===== config.mk =====
export PLATFORM = sky130hd
export DESIGN_NAME = sorted_priority_queue
export DESIGN_NICKNAME = d
export VERILOG_FILES = /design/src/rtl/spq_pkg.sv /design/src/rtl/spq_cell.sv /design/src/rtl/sorted_priority_queue.sv
export SDC_FILE = /design/constraint.sdc
export NUM_CORES = 2
export LEC_CHECK = 0
export BUFFER_PORTS_ARGS = -buffer_cell sky130_fd_sc_hd__buf_2
export CAP_MARGIN = 20
export CELL_PAD_IN_SITES_DETAIL_PLACEMENT = 0
export CELL_PAD_IN_SITES_GLOBAL_PLACEMENT = 1
export CORE_MARGIN = 5
export CORE_UTILIZATION = 46
export DETAILED_ROUTE_END_ITERATION = 16
export PLACE_DENSITY_LB_ADDON = 0.1
export SETUP_SLACK_MARGIN = 0.2
export SLEW_MARGIN = 20
export SYNTH_ARGS = -nofsm -noshare
export SYNTH_HDL_FRONTEND = slang
export SYNTH_HIERARCHICAL = 1
export SYNTH_SLANG_ARGS = --single-unit

===== constraint.sdc =====
create_clock -name clk -period 4.92 [get_ports clk]
set_input_delay 1.476 -clock clk [delete_from_list [all_inputs] [get_ports clk]]
set_output_delay 1.476 -clock clk [all_outputs]
set_load 0.01 [all_outputs]

===== src/rtl/spq_pkg.sv =====
// spq_pkg: shared types and constants for the sorted priority queue
// no dependencies; used by every file in rtl
package spq_pkg;

  localparam int CAPACITY = 16;
  localparam int CNT_W    = $clog2(CAPACITY + 1);
  localparam int KEY_W    = 32;
  localparam int OUT_CNT_W = 5;

  typedef logic signed [KEY_W-1:0] key_t;
  typedef logic [CNT_W-1:0]        cnt_t;

  typedef enum logic {
    CMD_ENQ = 1'b0,
    CMD_DEQ = 1'b1
  } cmd_t;

  typedef struct packed {
    cmd_t command;
    key_t key;
  } req_t;

  typedef struct packed {
    logic                 ok;
    key_t                 value;
    logic [OUT_CNT_W-1:0] count;
    key_t                 top;
  } rsp_t;

  // per-cycle control broadcast to every cell
  typedef struct packed {
    logic enq;
    logic deq;
    key_t key;
  } cell_ctrl_t;

endpackage


===== src/rtl/spq_cell.sv =====
// spq_cell: one slot of the descending key chain
// depends on spq_pkg
module spq_cell (
  input  logic               clk,
  input  spq_pkg::cell_ctrl_t ctrl,
  input  logic               valid,
  input  logic               left_ge,
  input  spq_pkg::key_t      left_key,
  input  spq_pkg::key_t      right_key,
  output logic               ge,
  output spq_pkg::key_t      key
);

  spq_pkg::key_t key_next;

  // new key belongs at or above this slot
  assign ge = !valid || (ctrl.key >= key);

  always_comb begin
    key_next = key;
    if (ctrl.enq) begin
      if (ge) begin
        key_next = left_ge ? left_key : ctrl.key;
      end
    end else if (ctrl.deq) begin
      key_next = right_key;
    end
  end

  always_ff @(posedge clk) begin
    key <= key_next;
  end

endmodule


===== src/rtl/sorted_priority_queue.sv =====
// sorted_priority_queue: bounded priority queue as a chain of compare/shift cells
// the result strobe and result are registered at the accepting edge; one beat per cycle,
// busy is never raised, since every cell compares and shifts in the same cycle
// reset: synchronous rst empties the queue and clears the result strobe
// depends on spq_pkg and spq_cell
module sorted_priority_queue (
  input  logic          clk,
  input  logic          rst,
  input  logic          start,
  output logic          busy,
  input  spq_pkg::req_t request,
  output logic          done,
  output spq_pkg::rsp_t result
);

  spq_pkg::cnt_t       count, count_next;
  spq_pkg::cell_ctrl_t ctrl;
  spq_pkg::rsp_t       result_next;
  spq_pkg::key_t       keys [spq_pkg::CAPACITY];
  logic                ges  [spq_pkg::CAPACITY];
  logic                valids [spq_pkg::CAPACITY];
  logic                accept, full, empty;

  assign busy   = 1'b0;
  assign accept = start && !busy;
  assign full   = (count == spq_pkg::CNT_W'(spq_pkg::CAPACITY));
  assign empty  = (count == '0);

  assign ctrl.enq = accept && (request.command == spq_pkg::CMD_ENQ) && !full;
  assign ctrl.deq = accept && (request.command == spq_pkg::CMD_DEQ) && !empty;
  assign ctrl.key = request.key;

  for (genvar i = 0; i < spq_pkg::CAPACITY; i++) begin : g_cell
    assign valids[i] = count > spq_pkg::CNT_W'(i);
    spq_cell u_cell (
      .clk      (clk),
      .ctrl     (ctrl),
      .valid    (valids[i]),
      .left_ge  ((i == 0) ? 1'b0 : ges[(i == 0) ? 0 : i-1]),
      .left_key (keys[(i == 0) ? 0 : i-1]),
      .right_key(keys[(i == spq_pkg::CAPACITY-1) ? i : i+1]),
      .ge       (ges[i]),
      .key      (keys[i])
    );
  end

  always_comb begin
    count_next = count;
    if (ctrl.enq) begin
      count_next = count + 1'b1;
    end else if (ctrl.deq) begin
      count_next = count - 1'b1;
    end
  end

  always_comb begin
    result_next.ok    = ctrl.enq || ctrl.deq;
    result_next.value = ctrl.deq ? keys[0] : '0;
    result_next.count = spq_pkg::OUT_CNT_W'(count_next);
    if (ctrl.enq) begin
      result_next.top = ges[0] ? request.key : keys[0];
    end else if (ctrl.deq) begin
      result_next.top = (count > spq_pkg::CNT_W'(1)) ? keys[1] : '0;
    end else begin
      result_next.top = empty ? '0 : keys[0];
    end
  end

  always_ff @(posedge clk) begin
    if (rst) begin
      count <= '0;
      done  <= 1'b0;
    end else begin
      count <= count_next;
      done  <= accept;
    end
  end

  always_ff @(posedge clk) begin
    result <= result_next;
  end

endmodule


### Word-level counts from Yosys, hierarchy flattened

Cells that the tools add are included.

* flip-flop bits (word level): 588
* word-level logic and storage cells: 194
* input bits: 36
* output and inout bits: 72

* magnitude comparators: 32
* multiplexer cells: 66
* add/subtract/negate cells: 2
* bitwise logic cells: 1
* reduce and logical (&&, ||, !) cells: 56
* eq/ne operators: 15

Operator list (count)
* 2-to-1 mux 32 bit: 64
* >= comparator 32 bit: 16
* greater-than comparator 5 x 4 -> 1 bit, second input constant: 8
* AND reduction 2 bit: 15
* inequality test 2 x 1 -> 1 bit, second input constant: 14
* greater-than comparator 5 x 3 -> 1 bit, second input constant: 4
* logical NOT 1 bit: 18
* logical OR 1 bit: 17
* greater-than comparator 5 x 1 -> 1 bit, second input constant: 2
* greater-than comparator 5 x 2 -> 1 bit, second input constant: 2
* 2-to-1 mux 5 bit: 2
* adder 5 x 1 -> 5 bit, second input constant: 1
* == test 5 bit, second input constant: 1
* logical NOT 5 bit: 1
* subtractor 5 x 1 -> 5 bit, second input constant: 1
* logical AND 1 bit: 4
* nonzero test 2 bit: 1
* NOT 1 bit: 1

### Logic depth before layout (Yosys ltp)

* word-level depth: 6
* mapped depth: 13
* mapped depth without buffers: 10

### Cells and area by module

The synthesis kept the hierarchy.

By module, submodules not included
* spq_cell: sequential area each 960.9 µm², area an instance 2476.1 µm², times used 16, cells an instance 264
* sorted_priority_queue: sequential area each 1521.5 µm², area an instance 3540.9 µm², times used 1, cells an instance 345

### Worst setup path before layout

No wires, ideal clock.

* kind: input-to-reg
* from: input port request[32] (netlist bit)
* to: register g_cell[0].u_cell.key[0] (enable)
* stages on the path: 7
* path buffers: 1
* data required time: 4.488 ns
* library setup time: 0.432 ns
* slack: -0.121 ns
* arrival: 4.610 ns
* cell sequence: nand2b_1 or2_4 inv_6 buf_2 nor2_1 a41o_1 a21oi_1

RTL lines
* start, declared: line sorted_priority_queue.sv:11 `input spq_pkg::req_t request,`
* end signal, assigned: line spq_cell.sv:31 `key <= key_next;`
* end, declared: line spq_cell.sv:11 `output spq_pkg::key_t key`

==> flow_summary.toml <==
[run_status]
status = "finished clean"

[power_and_ir_drop]
ir_drop_mv = 0.239
clock_power_share_pct = 24.4
p_int_w = 0.0141
comb_power_share_pct = 38.7
pwr_density_cell_nw_per_um2 = 466
leakage_nw = 23.7
seq_power_share_pct = 36.9
p_sw_w = 0.00865
p_sw_share_pct = 38.0

[sta]
period_share_pct = 85.0
hold_slack_ns = 0.624
rsz0062_at_grt = "no"
fin_ws_ns = 0.740
setup_viol_count_final = 0
tns_ns = 0
tightestPinTransition_ns = 1.16
clock-skew-final_ns = 0.0181
max_freq_mhz = 239
finalHoldViolCount = 0
slew_viol_final = 0
slew_headroom_pct = 22.6
period_needed_ns = 4.18

[detailed_routing]
vias_per_cell = 5.65
drt-pass1-iter-count = 7
ant_nets = 0
postRouteWirelength_mm = 124
drc_errors = 0
route.vias.total = 33900
wl_per_cell_microns = 20.6
drt_iter0_markers = 2197

[critical_path]
crit_slowest_cell = "nor4_2"
path_class = "in -> reg"
cp_cell_sequence = "buf_2, buf_12, buf_4, ha_1, nand4_1, nor4_2, o31ai_2, a21oi_1, nand3b_1, buf_12, mux2i_1, a21oi_1"
critPathBufInv = 4
worstSetupStartpointType = "input pin"
endpoint_kind = "flip-flop"
cp_slowest_stage_delay_ns = 0.63
critical-path-top-delay-family = "simple AND/OR/NAND/NOR gates"
critPathArrivalTime_ns = 4.54
crit_path_max_fanout = 32
required_ns = 5.28

[clock_network]
cts.sinks = 588
cts_htree_levels = 3
numCtsBuffers = 75
cts-root-buf = "clkbuf_16"
worstSkewPairLatency_ns = 0.64
cts_tree = "built"
ctsHoldBuffers = 0
cts_resized = 0
cts.clk_slew.worst_paths_ns = 0.06
postCtsSetupRepairBufs = 0
cts_buffer_depth = 3

[placed_design]
port_buffers = 106
pre_cts_slack_ns = 0.207
place_area_sq_um = 46300
gp_congestion = 0.879
place_hpwl_mm = 92.0

[synthesis]
syn_avg_cell_area_sq_um = 9.45
yosys_warnings = 6
synth_cells = 4565
netlist_area_sq_um = 43100

[floorplanning]
die_x_microns = 316
core-area_sq_um = 93200
initial_core_util_pct = 46.3
row_count = 112
die_area_sq_um = 100000
ios = 108
dieHeight_microns = 316

[global_route]
grt_pass1_vias = 33200
grt_max_degree = 199
grt_usage_pct = 24.1
antenna_found_initial = 14
grt_pass1_wl_mm = 193
grt-ovfl-total = 0

[cells_and_area]
fin_util_pct = 52.3
fin_area_sq_um = 48800
drive_above_1_share_pct = 9.73
multi_input_area_sq_um = 23400
area_growth_pct = 13.1
regArea_sq_um = 16900
nets = 5242
fillers = 8775

[run]
drv_cap = 0

[min_path]
min_path_type = "reg -> reg"
per-stage QoR:
| stage | power (W) | instances |
|---|---|---|
| finish | 0.0227 | 6005 |
| CTS | 0.0229 | 6000 |
| global placement | 0.0171 | 5865 |
| floorplan | 0.0141 | 4566 |
| detailed placement | 0.0172 | 5865 |
| global route | 0.0243 | 6000 |
power groups by stage:
stage               sequential (W)  combinational, W  clock, W
detailed placement         0.00848           0.00876         0
CTS                        0.00839           0.00880   0.00571
global placement           0.00850           0.00858         0
finish                     0.00839           0.00881   0.00555
global route               0.00853           0.00983   0.00591
floorplan                  0.00804           0.00609         0
worst register-to-register path, stage by stage, from the launching register on:
cell	delay, ns
edfxtp_1	0.54
inv_1	0.08
ha_1	0.31
a21oi_1	0.15
o21ai_0	0.20
a221o_1	0.38
o31ai_2	0.33
a21oi_1	0.10
nand3b_1	0.27
buf_12	0.24
buf_4	0.17
mux2i_1	0.12
a221oi_2	0.37
cell type report:
class                   instances  area share [%]
diodes                          5          0.0257
clock buffers                  98            4.33
clock inverters                37           0.621
inverters                     550            4.29
multi-input cells            3220            48.1
flip-flops and latches        588            34.6
well taps                    1254            3.22
repair buffers                253            4.81
path summary, 6_finish.rpt:
path,from,cells past startpoint,slack [ns],endpoint
worst max-delay path,request[23],12,0.74,g_cell[5].u_cell/key[18]
worst min-delay path,g_cell[0].u_cell/key[20],1,0.62,result[57]
worst max register to register,g_cell[0].u_cell/key[7],12,1.52,result[8]
worst min register to register,g_cell[0].u_cell/key[20],1,0.62,result[57]
layout by cell type (no fill, tap or decap), types with 31 or more instances in the layout:
cell / count
a21oi_1: 769
a221oi_2: 32
and2_1: 33
buf_12: 57
buf_2: 106
buf_4: 90
clkbuf_16: 82
dfxtp_1: 76
edfxtp_1: 512
ha_1: 518
inv_1: 548
mux2i_1: 544
nand2_1: 106
nand3_1: 111
nand3b_1: 31
nand4_1: 144
nor2_1: 617
o21ai_0: 74
per-layer routing:
metal | vias to the layer above | share of wire [%] | global-route usage [%] | wire, microns
li1 | 16800 | - | - | -
met4 | 6 | 1.1 | 4.19 | 1400
met1 | 16500 | 51 | 36.7 | 62500
met5 | - | 0.030 | 0 | 37
met2 | 539 | 44 | 37.3 | 54100
met3 | 93 | 4.5 | 3.27 | 5530
sequential cells by signal, indices dropped and copies added, names as in the netlist:
register and count:
count 5, done 1, g_cell.u_cell/key 512, result 70
(Power assumes the default switching activity.)
